**config.mk**
```make
export PLATFORM = sky130hd
export DESIGN_NAME = cha_out
export DESIGN_NICKNAME = d
export VERILOG_FILES = /design/src/design/cha_pkg.sv /design/src/design/cha_out.sv
export SDC_FILE = /design/constraint.sdc
export NUM_CORES = 1
export LEC_CHECK = 0
export ABC_CLOCK_PERIOD_IN_PS = 1400
export BUFFER_PORTS_ARGS = -buffer_cell sky130_fd_sc_hd__clkbuf_2
export CAP_MARGIN = 20
export CORE_MARGIN = 8
export CORE_UTILIZATION = 40
export DETAILED_ROUTE_END_ITERATION = 6
export GPL_TIMING_DRIVEN = 0
export PLACE_DENSITY_LB_ADDON = 0.05
export SYNTH_ARGS = -nofsm -noshare
export SYNTH_HDL_FRONTEND = slang
export SYNTH_SLANG_ARGS = --single-unit
export TNS_END_PERCENT = 20
```
**constraint.sdc**
```tcl
create_clock -name clk_i -period 1.4 [get_ports clk_i]
set_input_delay 0.07 -clock clk_i [delete_from_list [all_inputs] [get_ports clk_i]]
set_output_delay 0.07 -clock clk_i [all_outputs]
set_load 0.01 [all_outputs]
```
**src/design/cha_pkg.sv**
```systemverilog
// Shared constants and the arctangent table for the compass heading pipeline.
// Used by every module of the block; depends on nothing.
package cha_pkg;

  // Default configuration of the top level.
  localparam int unsigned INPUT_WIDTH_DEF  = 18;
  localparam int unsigned ANGLE_STAGES_DEF = 16;

  // Number of arctangent table entries; the stage count may not exceed it.
  localparam int unsigned TABLE_LEN = 24;

  // Fraction bits appended to the field components before rotation.
  localparam int unsigned GUARD_BITS = 24;

  // Headroom over the input width: fold negation, the sqrt(2) of the
  // diagonal, and the rotation gain, plus the sign bit.
  localparam int unsigned VEC_HEADROOM = 3;

  // Accumulated angle: signed, in units of 2^-16 degree, range about
  // -100 to +280 degrees.
  localparam int unsigned ANG_W = 26;

  localparam logic signed [ANG_W-1:0] DEG180 = 26'sd11796480;
  localparam logic signed [ANG_W-1:0] DEG360 = 26'sd23592960;

  // The output keeps 6 fraction bits of the 16 in the angle.
  localparam int unsigned ROUND_SHIFT = 10;
  localparam logic [ANG_W-1:0] ROUND_HALF = 26'd512;

  localparam int unsigned HEADING_W = 15;
  localparam int unsigned HRAW_W    = ANG_W - ROUND_SHIFT;
  localparam logic [HRAW_W-1:0] FULL_TURN_OUT = 16'd23040;

  // atan(2^-idx) in degrees times 65536, rounded to nearest.
  function automatic logic signed [ANG_W-1:0] atan_entry(input int unsigned idx);
    logic signed [ANG_W-1:0] val;
    case (idx)
      0:       val = 26'sd2949120;
      1:       val = 26'sd1740967;
      2:       val = 26'sd919879;
      3:       val = 26'sd466945;
      4:       val = 26'sd234379;
      5:       val = 26'sd117304;
      6:       val = 26'sd58666;
      7:       val = 26'sd29335;
      8:       val = 26'sd14668;
      9:       val = 26'sd7334;
      10:      val = 26'sd3667;
      11:      val = 26'sd1833;
      12:      val = 26'sd917;
      13:      val = 26'sd458;
      14:      val = 26'sd229;
      15:      val = 26'sd115;
      16:      val = 26'sd57;
      17:      val = 26'sd29;
      18:      val = 26'sd14;
      19:      val = 26'sd7;
      20:      val = 26'sd4;
      21:      val = 26'sd2;
      22:      val = 26'sd1;
      default: val = '0;
    endcase
    return val;
  endfunction

endpackage

```
**src/design/cha_out.sv**
```systemverilog
// Output stage: folds the angle into one turn, rounds to 1/64 degree and
// holds the heading for the downstream side. Depends on cha_pkg.
module cha_out (
  input  logic                               clk_i,
  input  logic                               rst_ni,
  input  logic                               valid_i,
  output logic                               ready_o,
  input  logic signed [cha_pkg::ANG_W-1:0]   ang_i,
  input  logic                               zero_i,
  output logic                               valid_o,
  input  logic                               ready_i,
  output logic [cha_pkg::HEADING_W-1:0]      heading_o
);

  logic                              valid_q;
  logic                              load;
  logic [cha_pkg::ANG_W-1:0]         ang_pos, ang_rnd;
  logic [cha_pkg::HRAW_W-1:0]        h_raw, h_wrap;
  logic [cha_pkg::HEADING_W-1:0]     heading_d, heading_q;

  assign ready_o = !valid_q || ready_i;
  assign load    = valid_i && ready_o;

  always_comb begin
    ang_pos = ang_i[cha_pkg::ANG_W-1] ? unsigned'(ang_i + cha_pkg::DEG360)
                                      : unsigned'(ang_i);
    ang_rnd = ang_pos + cha_pkg::ROUND_HALF;
    h_raw   = ang_rnd[cha_pkg::ANG_W-1:cha_pkg::ROUND_SHIFT];
    // A heading that rounds up to a full turn reads as zero.
    h_wrap  = (h_raw >= cha_pkg::FULL_TURN_OUT) ? h_raw - cha_pkg::FULL_TURN_OUT : h_raw;
    heading_d = zero_i ? '0 : h_wrap[cha_pkg::HEADING_W-1:0];
  end

  always_ff @(posedge clk_i or negedge rst_ni) begin
    if (!rst_ni) begin
      valid_q <= 1'b0;
    end else if (ready_o) begin
      valid_q <= valid_i;
    end
  end

  always_ff @(posedge clk_i) begin
    if (load) begin
      heading_q <= heading_d;
    end
  end

  assign valid_o   = valid_q;
  assign heading_o = heading_q;

endmodule

```
Yosys cells after proc, flatten, opt, wreduce, memory -nomap -nowiden. Cells that the tools add are included.

Flip-flop bits (word level): 16. Input port bits: 31. Output and inout bits: 17. Word-level logic and storage cells: 11.

Add/sub/neg operators: 3. $lt $le $gt $ge: 1. Multiplexer cells: 2. Reductions and logical operators: 3.

Operator list (number): adder 26 x 10 -> 26 bit, second input constant (1); adder 26 bit, second input constant (1); 2-to-1 mux 26 bit (1); greater-or-equal comparator 16 x 15 -> 1 bit, second input constant (1); 2-to-1 mux 15 bit (1); subtractor 15 bit, second input constant (1); logical AND 1 bit (1); logical NOT 1 bit (1); logical OR 1 bit (1).

Depth between registers and ports, before layout.
Depth in word-level cells: 5. Depth in mapped cells: 9. Depth with buffers taken out: 9.

Worst setup path before layout. Ideal clock, no wire load.

Path kind: input to register. Start point: input port ang_i[19] in the netlist's numbering. End point: register heading_q, in the netlist heading_o[13] (data pin). Library setup time: 262 ps. Data arrival time: 1944 ps. Data required time: 1138 ps. Setup slack: -806 ps. Cell stages on the path: 9. Buffers on the path: 0. Cell sequence: ha_1 > or3b_4 > nor3_4 > o211ai_2 > and3_1 > a311oi_2 > a31oi_4 > a21oi_1 > mux2_1.

Word-level cells in the longest chain between the ends: 5. Elaborated cells on any way between the ends: 6. Classes of those cells: add/sub: 3; order compare: 1; mux: 2.

RTL lines: start, declared (line cha_out.sv:8) `input logic signed [cha_pkg::ANG_W-1:0] ang_i,`; adder 26 bit (line cha_out.sv:25) `ang_pos = ang_i[cha_pkg::ANG_W-1] ? unsigned'(ang_i + cha_pkg::DEG360)`; 2-to-1 mux 26 bit * (line cha_out.sv:25); adder 26 x 10 -> 26 bit * (line cha_out.sv:27) `ang_rnd = ang_pos + cha_pkg::ROUND_HALF;`; subtractor 15 bit or greater-or-equal comparator 16 x 15 -> 1 bit (tied branches) (line cha_out.sv:30) `h_wrap = (h_raw >= cha_pkg::FULL_TURN_OUT) ? h_raw - cha_pkg::FULL_TURN_OUT : h_raw;`; 2-to-1 mux 15 bit * (line cha_out.sv:30); end signal, assigned (line cha_out.sv:44) `heading_q <= heading_d;`; end, declared (line cha_out.sv:19) `logic [cha_pkg::HEADING_W-1:0] heading_d, heading_q;`.

Every way passes the cells marked *; elsewhere a longest branch is shown, timed or not. A chain may end at the register's enable or synchronous reset.

Final worst setup path.
Start point: input port ang_i[20] in the netlist's numbering. End point: register heading_q, in the netlist heading_o[11] (data pin).

Same word-level chain as after synthesis.

==> metrics.yaml <==
vias_per_cell: 5.01
dp_hpwl_um: 2200
cts_buffers: 3
gr-total-overflow: 0
drive_gt1_frac: 0.400
rsz0062_at_grt: "true"
tightestPinTransition_ns: 0.462
p_switching_mw: 0.378
hp-class: "primary input to flip-flop"
syn_area_per_cell_um2: 10.2
tritoncts: "done"
first_global_vias: 1097
synth_cell_type_count: 48
leakage_nw: 0.715
drc: 0
portBuffers: 36
h-tree-depth: 1
die_w_um: 73.5
grt_max_degree: 16
slowest_delay_ns: 0.49
critical-path-top-delay-family: "simple AND/OR/NAND/NOR gates"
intPower_mw: 0.894
vdd_drop_max_uv: 233
finalSetupTns_ns: -3.66
ys_seq_area_frac: 0.360
areaGrowthSynthToFinish_pct: 34.4
crit_type: "primary input to flip-flop"
grt_pass1_wl_um: 4740
grt_util_all_layers: 0.110
dieArea_um2: 5400
seqPwrFrac: 0.452
setup_viol: 6
clockRootBuffer: "clkbuf_4"
detail-route-antenna-nets: 0
cellPowerDensity_nw_per_um2: 715
synth-main-ff-cell: "edfxtp_1"
crit_fanout: 5
critical_path_depth: 10
drtIter0Drc: 40
crit_buf_inv: 1
clock_skew_ns: 0.000447
synth_cells: 130
whs_path_depth: 3
status: "complete, but fails checks"
syn-cell-area_um2: 1320
violations: "setup timing"
antenna_found_initial: 0
synth_edf_count: 15
cp.arrival_ns: 2.25
fin_crit_sh: 1.50
gp_congestion: 0.726
clockBufferDepth: 2
max-cap-violations: 0
hold_viol: 0
cts_sinks: 16
required_ns: 1.55
path_cells: "clkbuf_16, ha_4, or3b_4, nor3_4, o211ai_2, and3_1, a311oi_4, a31oi_4, or4b_1, nand2_1"
min_period_ns: 2.10
core_um2: 3260
final_common_cell: "clkbuf_2"
fmaxAchievable_mhz: 476
most-common-layout-cells: "34 x clkbuf_2, 15 x nor2_1, 15 x edfxtp_1, 10 x xnor2_1, 9 x a21oi_1"
pin_count: 48
wl_per_cell_um: 12.4
die_h_um: 73.5
maxSlewViolCount: 0
synth-async-reset-ratio: 0.0625
vias: 1132
first_pass_iters: 4
diodes: 0
comb_power_share: 0.359
clkTransAtPathRegs_ns: 0.08
nets: 215
netSwitchingFraction: 0.297
place_ws_ns: -1.16
clkPwrFrac: 0.190
start_util: 0.406
routed_wl_um: 2800
synth.net_count: 164
crit_path_end_kind: "flip-flop"
rr_worst_depth: 2
clkLatencyLatePin_ns: 0.27
crit_path_top_delay_cell: "or4b_1"
fin_ws_ns: -0.700
fillers: 333
rows: 21
yosys_register_bits: 16
yosys_warnings: 0
start_kind: "primary input"
slew_headroom: 0.691
worst reg2reg max path, delay by kind of cell (launching register included):
| kind | cells | cell delay (ns) |
|---|---|---|
| AND/OR/NAND/NOR | 2 | 0.46 |
| flip-flops | 1 | 0.38 |
registers in the layout, indices dropped and copies added (netlist names):
name and count:
valid_o 1, heading_o 15
power by group through the flow:
stage | Clock, mW | Combinational [mW] | Sequential [mW]
finish | 0.241 | 0.456 | 0.575
detailed placement | 0 | 0.382 | 0.587
global placement | 0 | 0.375 | 0.585
floorplan | 0 | 0.243 | 0.605
CTS | 0.245 | 0.425 | 0.576
global route | 0.270 | 0.501 | 0.579
timing repair:
action	CTS	global route
endpoints found under the setup margin	6	21
setup buffers	5	3
resized for setup	11	8
hold buffers	2	0
cloned	0	0
endpoints found under the hold margin	2	0
pin swaps	7	8
area by class of cell:
| cell class | instances | area, um^2 | share of cell area |
|---|---|---|---|
| buffer | 3 | 18.8 | 0.0106 |
| clock buffer | 4 | 26.3 | 0.0148 |
| inverter | 2 | 7.51 | 0.00422 |
| multi-input combinational | 109 | 888 | 0.500 |
| sequential | 16 | 475 | 0.267 |
| tap | 46 | 57.6 | 0.0324 |
| timing repair buffer | 46 | 304 | 0.171 |
path summary, 6_finish.rpt:
kind	start	endpoint	slack (ns)
max	ang_i[20]	heading_o[11]	-0.70
min	ready_i	valid_o	0.08
max reg2reg	valid_o	heading_o[7]	0.23
min reg2reg	valid_o	valid_o	0.53
max in group asynchronous	rst_ni	valid_o	1.22
min in group asynchronous	rst_ni	valid_o	0.09
through the flow:
stage	total power, mW	instance area (um^2)	util	cells	hold WS [ns]
after floorplan	0.848	1320	-	130	-0.226
after global placement	0.961	1560	0.479	212	-0.155
after detailed placement	0.969	1560	0.479	212	-0.152
after CTS	1.25	1710	0.524	223	0.0789
after global routing	1.35	1780	0.546	226	0.0860
final	1.27	1780	0.546	226	0.0765
kinds of logic after synthesis:
logic type	after synthesis	synth area share
multiplexers	3	0.0274
AND/OR/NAND/NOR	55	0.254
adder cells (fa/ha/maj)	3	0.0284
XOR/XNOR	17	0.130
buffers and inverters	5	0.0199
flip-flops	16	0.360
AO/OA/AOI/OAI	31	0.181
synthesized netlist by cell type (2+ instances only):
cell	number	area [um^2]
clkbuf_1	2	7.51
o211ai_2	2	25.0
nand2_1	7	26.3
inv_1	2	7.51
a211oi_1	2	15.0
nand2b_1	5	31.3
and2_1	2	12.5
nand3_1	3	15.0
nor3_4	2	32.5
a311oi_1	2	17.5
xnor2_2	3	48.8
nor2b_1	2	12.5
nor2_1	16	60.1
edfxtp_1	15	450
or3_1	3	18.8
xnor2_1	10	87.6
a21oi_1	11	55.1
o21ai_0	3	15.0
xor2_1	4	35.0
and3_1	3	18.8
ha_1	3	37.5
mux2_1	2	22.5
metal layers:
metal | global-route usage | routed length (um)
met1 | 0.116 | 1120
met2 | 0.195 | 1430
met3 | 0.0286 | 196
met4 | 0.0532 | 44
met5 | 0 | 0
(Power assumes the default switching activity.)
