`src/design/cha_pkg.sv`:
```
// Shared constants and the arctangent table for the compass heading pipeline.
// Used by every module of the block; depends on nothing.
package cha_pkg;

  // Default configuration of the top level.
  localparam int unsigned INPUT_WIDTH_DEF  = 18;
  localparam int unsigned ANGLE_STAGES_DEF = 16;

  // Number of arctangent table entries; the stage count may not exceed it.
  localparam int unsigned TABLE_LEN = 24;

  // Fraction bits appended to the field components before rotation.
  localparam int unsigned GUARD_BITS = 24;

  // Headroom over the input width: fold negation, the sqrt(2) of the
  // diagonal, and the rotation gain, plus the sign bit.
  localparam int unsigned VEC_HEADROOM = 3;

  // Accumulated angle: signed, in units of 2^-16 degree, range about
  // -100 to +280 degrees.
  localparam int unsigned ANG_W = 26;

  localparam logic signed [ANG_W-1:0] DEG180 = 26'sd11796480;
  localparam logic signed [ANG_W-1:0] DEG360 = 26'sd23592960;

  // The output keeps 6 fraction bits of the 16 in the angle.
  localparam int unsigned ROUND_SHIFT = 10;
  localparam logic [ANG_W-1:0] ROUND_HALF = 26'd512;

  localparam int unsigned HEADING_W = 15;
  localparam int unsigned HRAW_W    = ANG_W - ROUND_SHIFT;
  localparam logic [HRAW_W-1:0] FULL_TURN_OUT = 16'd23040;

  // atan(2^-idx) in degrees times 65536, rounded to nearest.
  function automatic logic signed [ANG_W-1:0] atan_entry(input int unsigned idx);
    logic signed [ANG_W-1:0] val;
    case (idx)
      0:       val = 26'sd2949120;
      1:       val = 26'sd1740967;
      2:       val = 26'sd919879;
      3:       val = 26'sd466945;
      4:       val = 26'sd234379;
      5:       val = 26'sd117304;
      6:       val = 26'sd58666;
      7:       val = 26'sd29335;
      8:       val = 26'sd14668;
      9:       val = 26'sd7334;
      10:      val = 26'sd3667;
      11:      val = 26'sd1833;
      12:      val = 26'sd917;
      13:      val = 26'sd458;
      14:      val = 26'sd229;
      15:      val = 26'sd115;
      16:      val = 26'sd57;
      17:      val = 26'sd29;
      18:      val = 26'sd14;
      19:      val = 26'sd7;
      20:      val = 26'sd4;
      21:      val = 26'sd2;
      22:      val = 26'sd1;
      default: val = '0;
    endcase
    return val;
  endfunction

endpackage

```
`src/design/cha_fold.sv`:
```
// Input stage: sign extension, half-plane fold and guard-bit scaling.
// Depends on cha_pkg.
module cha_fold #(
  parameter int unsigned INPUT_WIDTH = cha_pkg::INPUT_WIDTH_DEF,
  parameter int unsigned VEC_W = INPUT_WIDTH + cha_pkg::GUARD_BITS + cha_pkg::VEC_HEADROOM
) (
  input  logic                                clk_i,
  input  logic                                rst_ni,
  input  logic                                valid_i,
  output logic                                ready_o,
  input  logic signed [INPUT_WIDTH-1:0]       field_x_i,
  input  logic signed [INPUT_WIDTH-1:0]       field_y_i,
  output logic                                valid_o,
  input  logic                                ready_i,
  output logic signed [VEC_W-1:0]             x_o,
  output logic signed [VEC_W-1:0]             y_o,
  output logic signed [cha_pkg::ANG_W-1:0]    ang_o,
  output logic                                zero_o
);

  logic                             valid_q;
  logic                             load;
  logic signed [VEC_W-1:0]          x_ext, y_ext, x_sc, y_sc;
  logic signed [VEC_W-1:0]          x_d, y_d, x_q, y_q;
  logic signed [cha_pkg::ANG_W-1:0] ang_d, ang_q;
  logic                             zero_d, zero_q;
  logic                             neg;

  assign ready_o = !valid_q || ready_i;
  assign load    = valid_i && ready_o;

  always_comb begin
    x_ext  = {{(VEC_W-INPUT_WIDTH){field_x_i[INPUT_WIDTH-1]}}, field_x_i};
    y_ext  = {{(VEC_W-INPUT_WIDTH){field_y_i[INPUT_WIDTH-1]}}, field_y_i};
    x_sc   = x_ext <<< cha_pkg::GUARD_BITS;
    y_sc   = y_ext <<< cha_pkg::GUARD_BITS;
    neg    = field_x_i[INPUT_WIDTH-1];
    // A vector in the left half-plane is turned by 180 degrees.
    x_d    = neg ? -x_sc : x_sc;
    y_d    = neg ? -y_sc : y_sc;
    ang_d  = neg ? cha_pkg::DEG180 : '0;
    zero_d = (field_x_i == '0) && (field_y_i == '0);
  end

  always_ff @(posedge clk_i or negedge rst_ni) begin
    if (!rst_ni) begin
      valid_q <= 1'b0;
    end else if (ready_o) begin
      valid_q <= valid_i;
    end
  end

  always_ff @(posedge clk_i) begin
    if (load) begin
      x_q    <= x_d;
      y_q    <= y_d;
      ang_q  <= ang_d;
      zero_q <= zero_d;
    end
  end

  assign valid_o = valid_q;
  assign x_o     = x_q;
  assign y_o     = y_q;
  assign ang_o   = ang_q;
  assign zero_o  = zero_q;

endmodule

```
`config.mk`:
```
export PLATFORM = sky130hd
export DESIGN_NAME = cha_fold
export DESIGN_NICKNAME = d
export VERILOG_FILES = /design/src/design/cha_pkg.sv /design/src/design/cha_fold.sv
export SDC_FILE = /design/constraint.sdc
export NUM_CORES = 1
export LEC_CHECK = 0
export ABC_CLOCK_PERIOD_IN_PS = 2100
export BUFFER_PORTS_ARGS = -buffer_cell sky130_fd_sc_hd__buf_2
export CAP_MARGIN = 40
export CORE_AREA = 3 3 83 85
export CTS_CLUSTER_SIZE = 28
export DETAILED_ROUTE_END_ITERATION = 7
export DIE_AREA = 0 0 86 88
export MAX_ROUTING_LAYER = met4
export PLACE_DENSITY = 0.78
export SLEW_MARGIN = 15
export SYNTH_ARGS = -nofsm -noshare
export SYNTH_HDL_FRONTEND = slang
export SYNTH_SLANG_ARGS = --single-unit
```
`constraint.sdc`:
```
create_clock -name clk_i -period 2.1 [get_ports clk_i]
set_input_delay 0.315 -clock clk_i [delete_from_list [all_inputs] [get_ports clk_i]]
set_output_delay 0.315 -clock clk_i [all_outputs]
set_load 0.02 [all_outputs]
```
Yosys cells after proc, flatten, opt, wreduce, memory -nomap -nowiden. Cells that the tools add are included.

Register bits: 118. Latch bits: 0. RAM bits: 0. Memory bits (read-only): 0. Bits of input ports: 40. Output and inout port bits: 119. Memories kept: 0.

Add/sub/neg operators: 2. $mul: 0. Divide/modulo/power cells: 0. Magnitude comparators: 0. Equal/unequal tests: 0. Shift operators: 0. Mux-type cells: 3. Bitwise logic cells: 0. Reductions and logical operators: 6.

Operators by type and width (number): negator 42 -> 45 bit (2); 2-to-1 mux 45 bit (1); 2-to-1 mux 41 bit (1); zero test 18 bit (2); 2-to-1 mux 24 bit (1); logical AND 1 bit (2); zero test 1 bit (1); logical OR 1 bit (1).

Depth between registers and ports, before layout. Gate-level depths: netlist of the first run.

Depth after elaboration: 3. Depth in mapped cells: 6. Depth with buffers taken out: 6.

Worst setup path after synthesis of the first run. Ideal clock, no wire load.

Path type: register to register. Start: register valid_q (netlist: valid_o). End: register ang_q, in the netlist ang_o[21] (enable). Arrival time: 1803 ps. Data required time: 1694 ps. Path slack: -108 ps. Cell stages (with the launch flop): 3. Buffers on the path: 0. Clock period less this slack: 2208 ps. Path through: dfrtp_1 > nand2b_1 > and2_1.

Cells in the longest elaborated chain, start to end: 3.

Ends and longest elaborated chain: start: declaration (RTL line cha_fold.sv:21) `logic valid_q;`; start signal: assignment (RTL line cha_fold.sv:49) `valid_q <= valid_i;`; zero test 1 bit (RTL line cha_fold.sv:29) `assign ready_o = !valid_q || ready_i;`; logical OR 1 bit (RTL line cha_fold.sv:29); via ready_o (RTL line cha_fold.sv:10) `output logic ready_o,`; logical AND 1 bit (RTL line cha_fold.sv:30) `assign load = valid_i && ready_o;`; via load (RTL line cha_fold.sv:22) `logic load;`; end signal: assignment (RTL line cha_fold.sv:57) `ang_q <= ang_d;`; end: declaration (RTL line cha_fold.sv:25) `logic signed [cha_pkg::ANG_W-1:0] ang_d, ang_q;`.

The timed path passes the listed nets, and every way through them passes these cells. A chain may end at the register's enable or synchronous reset.

Worst setup path after layout of the first run.
Start: input port field_x_i[7]. End: register x_q[37] (netlist: x_o[37]) (data pin).

Cells in the longest elaborated chain, start to end: 2.

Ends and longest elaborated chain: start: declaration (RTL line cha_fold.sv:11) `input logic signed [INPUT_WIDTH-1:0] field_x_i,`; negator 42 -> 45 bit (RTL line cha_fold.sv:39) `x_d = neg ? -x_sc : x_sc;`; 2-to-1 mux 41 bit (RTL line cha_fold.sv:39); via x_d[37] (RTL line cha_fold.sv:24) `logic signed [VEC_W-1:0] x_d, y_d, x_q, y_q;`; end signal: assignment (RTL line cha_fold.sv:55) `x_q <= x_d;`; end: declaration (RTL line cha_fold.sv:24).

The timed path passes the listed nets, and every way through them passes these cells.

==> flow_summary.ini, run 1 <==
[synth]
syn_std_cell_area_mm2 = 0.002683
yosysWarningCount = 0
synth-compound-area-share = 0.07090
yosysSeqAreaShare = 0.5019
post_synth_num_cell_types = 27
post_synth_and_or_nand_nor_area_fraction = 0.09562
synthesis.instances = 238
multiplexer_share_of_the_synthesized_area = 0
main_combinational_cell_family_by_area_after_synthesis = buffers and inverters
synth_xor_area_frac = 0.1012
synth.avg_cell_area_um2 = 11.27
adder_and_majority_gate_portion_of_the_synthesized_area = 0.009328
synth_seq_cells = 45

[global_routing]
antenna_found_initial = 0
grt_first_pass_wirelength_um = 7472
globalRoute.totalOverflow = 0
maximum_number_of_pins_on_one_net_before_global_route_repair = 45
grt_pass1_vias = 1596
gr-usage-all-layers = 0.1303

[final_layout]
antennaDiodeCount = 0
layout.cells.most_common_list = sky130_fd_sc_hd__buf_2, sky130_fd_sc_hd__conb_1, sky130_fd_sc_hd__edfxtp_1
design.final.nets = 378
seqCellArea_mm2 = 0.001346
final_common_cell = sky130_fd_sc_hd__buf_2
fill_cells = 547
final_layout_size_suffix_gt1_frac = 0.3205
multi_input_comb_area_mm2 = 0.001018
instances_no_fill = 414
syn2layout_area_growth_pct = 16.42

[clocking]
clockRootBuffer = sky130_fd_sc_hd__clkbuf_8
post_cts.repair.setup_buffers = 0
cts_tree = built
htree_levels = 2
clkSlewWorstSetupHoldPaths_ps = 80
clock_sink_count = 45
cts_made_buffers = 5
clk_path_buf_depth = 2
worst_skew_pair.late_latency_ps = 290

[run]
max_cap_viol_count = 0

[power]
netSwitchingPower_w = 0.0006379
internal-power_w = 0.001593
fin_total_pwr_w = 0.002231
p_comb_frac = 0.214
leak_nw = 1.340
cellPowerDensity_mw_per_mm2 = 714.4
clock_power_share = 0.301
peakVddDrop_mv = 0.3220
power.share.sequential = 0.485
share_of_total_power_consumed_by_net_switching = 0.2859

[setup_path]
worst_setup_path_category = in2reg
start_kind = input pin
worst_endpoint_data_arrival_time_ps = 1840
path_max_fanout = 4
required_ps = 2160
crit_end_category = register

[timing]
setup_repair_after_global_routing_missed_its_margin = false
maxSlewViolCount = 0
final.period_utilization = 0.8466
hold_violations = 0
fin_worst_hold_slack_ps = 221.9
timing_worst_slew_pin_value_ps = 636.6
maxSlewHeadroom = 0.5756
timing.clock.skew_ps = 4.401
setup_viol = 0
max_freq_ghz = 0.5624
finalCriticalPeriod_ps = 1778
timing.setup.tns_ps = 0

[place]
place.gp.congestion = 0.8192
place_hpwl_um = 4055
io_buffers = 88
placed_cells = 405

[drt]
route.vias.total = 1864
drt_iter0_drc = 56
route.detailed.drc = 0
detail_route.wl_per_cell_um = 12.35
1st_pass_router_iterations = 4
detail_route.vias_per_cell = 4.502
post_detailed_routing_wire_length_um = 5113
ant_nets = 0

[min_path]
min_path_type = in2reg

[run_status]
result_of_the_run = complete, no violations

[die]
fp-row-count = 29
initial_utilization = 0.4273
coreArea_mm2 = 0.006277
boundaryPins = 159
die-area_mm2 = 0.007568
die_h_um = 88
die_x_um = 86
-- cell families after synthesis --
| kind of cell | Yosys count |
|---|---|
| xor gates and xnor gates | 31 |
| other | 1 |
| AOI/OAI and AO/OA | 27 |
| DFF | 45 |
| and+or+nand+nor | 48 |
| adders and majority gates | 2 |
| buffers and inverters | 84 |
-- final cells by class --
cell class | count | share of cell area
clock buffers | 6 | 0.02644
clock inverters | 2 | 0.01202
inverters | 7 | 0.008413
multi-input cells | 181 | 0.3261
flip-flops and latches | 45 | 0.4311
well taps | 77 | 0.03085
repair buffers | 96 | 0.1651
-- state kept, by name, summed over array words and instances (netlist names) --
signal   flops
x_o         21
y_o         21
ang_o        1
valid_o      1
zero_o       1
-- per-stage QoR --
stage / setup WS (ps) / util / instance area [um^2]
after CTS: 321.6 / 0.4975 / 3123
final: 322.0 / 0.4975 / 3123
after detailed placement: -2.294 / 0.4768 / 2993
after floorplan: 192.1 / - / 2954
after global placement: 42.15 / 0.4768 / 2993
after global routing: 180.8 / 0.4975 / 3123
-- path summary, 6_finish.rpt --
kind	from	end	slack, ps	cells after the start
setup / recovery	field_x_i[7]	x_o[37]$_DFFE_PP_	320	5
hold / removal	valid_i	valid_o$_DFFE_PN0N_	220	2
setup reg to reg	valid_o$_DFFE_PN0N_	x_o[31]$_DFFE_PP_	840	3
hold reg to reg	valid_o$_DFFE_PN0N_	valid_o$_DFFE_PN0N_	570	2
max in group asynchronous	rst_ni	valid_o$_DFFE_PN0N_	1700	2
min in group asynchronous	rst_ni	valid_o$_DFFE_PN0N_	320	2
-- critical path: stages --
cell                      delay [ps]
sky130_fd_sc_hd__buf_2           120
sky130_fd_sc_hd__or4_4           550
sky130_fd_sc_hd__or4_4           580
sky130_fd_sc_hd__o31ai_4         190
sky130_fd_sc_hd__xnor2_1          90
-- Yosys cell counts --
library cell	number	share of area
sky130_fd_sc_hd__buf_4	73	0.20
sky130_fd_sc_hd__edfxtp_1	44	0.49
sky130_fd_sc_hd__xnor2_1	31	0.10
sky130_fd_sc_hd__nand2_1	17	0.024
sky130_fd_sc_hd__o21ai_0	12	0.022
sky130_fd_sc_hd__o31ai_1	8	0.022
sky130_fd_sc_hd__inv_1	7	0.0098
sky130_fd_sc_hd__nand2b_1	5	0.012
sky130_fd_sc_hd__nor2_1	5	0.0070
sky130_fd_sc_hd__clkbuf_1	4	0.0056
sky130_fd_sc_hd__o41ai_1	4	0.013
sky130_fd_sc_hd__or4_1	4	0.011
sky130_fd_sc_hd__nand3_1	3	0.0056
sky130_fd_sc_hd__nor3_1	3	0.0056
sky130_fd_sc_hd__nor4_1	3	0.0070
sky130_fd_sc_hd__ha_1	2	0.0093
sky130_fd_sc_hd__nand4_1	2	0.0047
sky130_fd_sc_hd__or4_4	2	0.0084
sky130_fd_sc_hd__and2_1	1	0.0023
sky130_fd_sc_hd__conb_1	1	0.0014
sky130_fd_sc_hd__dfrtp_1	1	0.0093
sky130_fd_sc_hd__nor3b_1	1	0.0028
sky130_fd_sc_hd__nor4b_1	1	0.0033
sky130_fd_sc_hd__o21ai_1	1	0.0019
sky130_fd_sc_hd__o311ai_0	1	0.0033
sky130_fd_sc_hd__o31ai_4	1	0.0079
sky130_fd_sc_hd__or2_2	1	0.0023
-- power groups by stage --
stage	Clock [W]	Sequential (W)	Combinational [W]
floorplan	0	0.00118	0.000338
global placement	0	0.00110	0.000461
detailed placement	0	0.00110	0.000473
CTS	0.000689	0.00108	0.000475
global route	0.000734	0.00109	0.000514
finish	0.000673	0.00108	0.000476
-- timing repair --
item,in CTS,in global routing
resized for setup,0,0
endpoints found under the hold margin,1,0
hold buffers,1,0
-- routing by layer --
| layer | GRT usage | up-vias | part of all wire |
|---|---|---|---|
| li1 | - | 879 | - |
| met1 | 0.1374 | 864 | 0.36 |
| met2 | 0.2334 | 113 | 0.52 |
| met3 | 0.02634 | 8 | 0.10 |
| met4 | 0.06043 | 0 | 0.016 |
| met5 | - | - | 0 |
Note: power is estimated with default switching activity, not from simulation.
==> run 2: changes to the inputs <==
ABC_CLOCK_PERIOD_IN_PS = 1700   (was 2100)
clock period = 1.7 ns   (was 2.1 ns; I/O delays follow)
==> flow_summary.ini, run 2 (same netlist as run 1, synthesis figures left out) <==
[drt]
drt_iter0_drc = 71
1st_pass_router_iterations = 4
post_detailed_routing_wire_length_um = 5495
ant_nets = 0
route.detailed.drc = 0
route.vias.total = 1970
detail_route.vias_per_cell = 4.467
detail_route.wl_per_cell_um = 12.46

[setup_path]
required_ps = 1760
worst_endpoint_data_arrival_time_ps = 1710
start_kind = input pin
path_max_fanout = 4
reg2regPathDepth = 2
worst_setup_path_category = in2reg
r2r_setup_slack_ps = 290
crit_path_start = field_x_i[7]
critical_path.reg2reg.endpoint = y_o[39]$_DFFE_PP_
crit_end_category = register
regToRegStartpoint = valid_o$_DFFE_PN0N_

[timing]
timing_worst_slew_pin_value_ps = 564.9
timing.clock.skew_ps = 4.580
maxSlewViolCount = 0
final.period_utilization = 0.9735
maxSlewHeadroom = 0.6234
worst_setup_slack_final_ps = 44.98
hold_violations = 0
setup_repair_after_global_routing_missed_its_margin = false
max_freq_ghz = 0.6042
timing.setup.tns_ps = 0
setup_viol = 0
finalCriticalPeriod_ps = 1655

[global_routing]
grt_first_pass_wirelength_um = 8107
gr-usage-all-layers = 0.1408
globalRoute.totalOverflow = 0
antenna_found_initial = 0
maximum_number_of_pins_on_one_net_before_global_route_repair = 45
grt_pass1_vias = 1747

[place]
post-place-ws_ps = -305.7
placed_cells = 432
post_dp_cell_area_mm2 = 0.003184
io_buffers = 88
place.gp.congestion = 0.8378
place_hpwl_um = 4255

[clocking]
clkSlewWorstSetupHoldPaths_ps = 80
clock_sink_count = 45
clk_path_buf_depth = 2
htree_levels = 2
worst_skew_pair.late_latency_ps = 300
cts_tree = built
cts_made_buffers = 5
post_cts.repair.setup_buffers = 0
clockRootBuffer = sky130_fd_sc_hd__clkbuf_8

[power]
p_comb_frac = 0.229
clock_power_share = 0.286
leak_nw = 1.470
power.share.sequential = 0.485
fin_total_pwr_w = 0.002762
internal-power_w = 0.001960
cellPowerDensity_mw_per_mm2 = 831.7
peakVddDrop_mv = 0.5563
share_of_total_power_consumed_by_net_switching = 0.2903
netSwitchingPower_w = 0.0008018

[min_path]
worst_hold_path.num_cells = 2
hold_path.startpoint = valid_i
min_path_type = in2reg
whs_endpoint = valid_o$_DFFE_PN0N_

[final_layout]
final_area_mm2 = 0.003321
instances_no_fill = 441
antennaDiodeCount = 0
final_layout_size_suffix_gt1_frac = 0.3764
layout.cells.most_common_list = sky130_fd_sc_hd__buf_2, sky130_fd_sc_hd__conb_1, sky130_fd_sc_hd__edfxtp_1
final_common_cell = sky130_fd_sc_hd__buf_2
syn2layout_area_growth_pct = 23.79
design.final.nets = 405

[run_status]
result_of_the_run = complete, no violations

[run]
max_cap_viol_count = 0

[die]
die_h_um = 88
initial_utilization = 0.4273
boundaryPins = 159
die_x_um = 86
coreArea_mm2 = 0.006277
die-area_mm2 = 0.007568
fp-row-count = 29
[run 2: per-layer routing]
metal	vias up	routed length, um	track usage
met5	-	0	-
met4	0	89	0.05755
met3	9	616	0.03104
met2	121	2814	0.2467
met1	906	1975	0.1547
li1	934	-	-
[run 2: critical path: stages]
cell and delay [ps]:
sky130_fd_sc_hd__buf_2 100, sky130_fd_sc_hd__or4_4 530, sky130_fd_sc_hd__or4_4 540, sky130_fd_sc_hd__o31ai_4 190
sky130_fd_sc_hd__xnor2_1 90
[run 2: layout make-up]
type                       instances  area, um^2
tap                               77       96.34
clock inverter                     2       35.03
multi-input combinational        181        1039
fill                             536        2957
sequential                        45        1346
clock buffer                       6       72.57
inverter                           7       26.28
timing repair buffer             123       705.7
[run 2: worst max-delay path by stage]
| stage | slack, ps | endpoint | depth (start not counted) |
|---|---|---|---|
| finish | 40 | x_o[37]$_DFFE_PP_ | 5 |
| global placement | -280 | x_o[37]$_DFFE_PP_ | 5 |
| global route | 1 | x_o[37]$_DFFE_PP_ | 5 |
| CTS | 10 | y_o[40]$_DFFE_PP_ | 9 |
| floorplan | -150 | x_o[37]$_DFFE_PP_ | 4 |
| detailed placement | -310 | x_o[37]$_DFFE_PP_ | 5 |
[run 2: power by group through the flow]
stage                     sequential (W)  combinational [W]  clock [W]
final                            0.00134           0.000634   0.000790
after global routing             0.00135           0.000682   0.000851
after CTS                        0.00134           0.000627   0.000808
after detailed placement         0.00136           0.000624          0
after global placement           0.00136           0.000608          0
after floorplan                  0.00146           0.000419          0
[run 2: what timing repair did]
action	in CTS	in global routing
resized for setup	0	4
endpoints found under the hold margin	1	0
endpoints found under the setup margin	0	9
hold buffers	1	0
[run 2: through the flow]
stage                       util  hold slack, ps
after floorplan                -          -40.59
after global placement    0.5073           29.17
after detailed placement  0.5073           30.72
after CTS                 0.5260           175.5
after global routing      0.5290           166.5
final                     0.5290           189.0
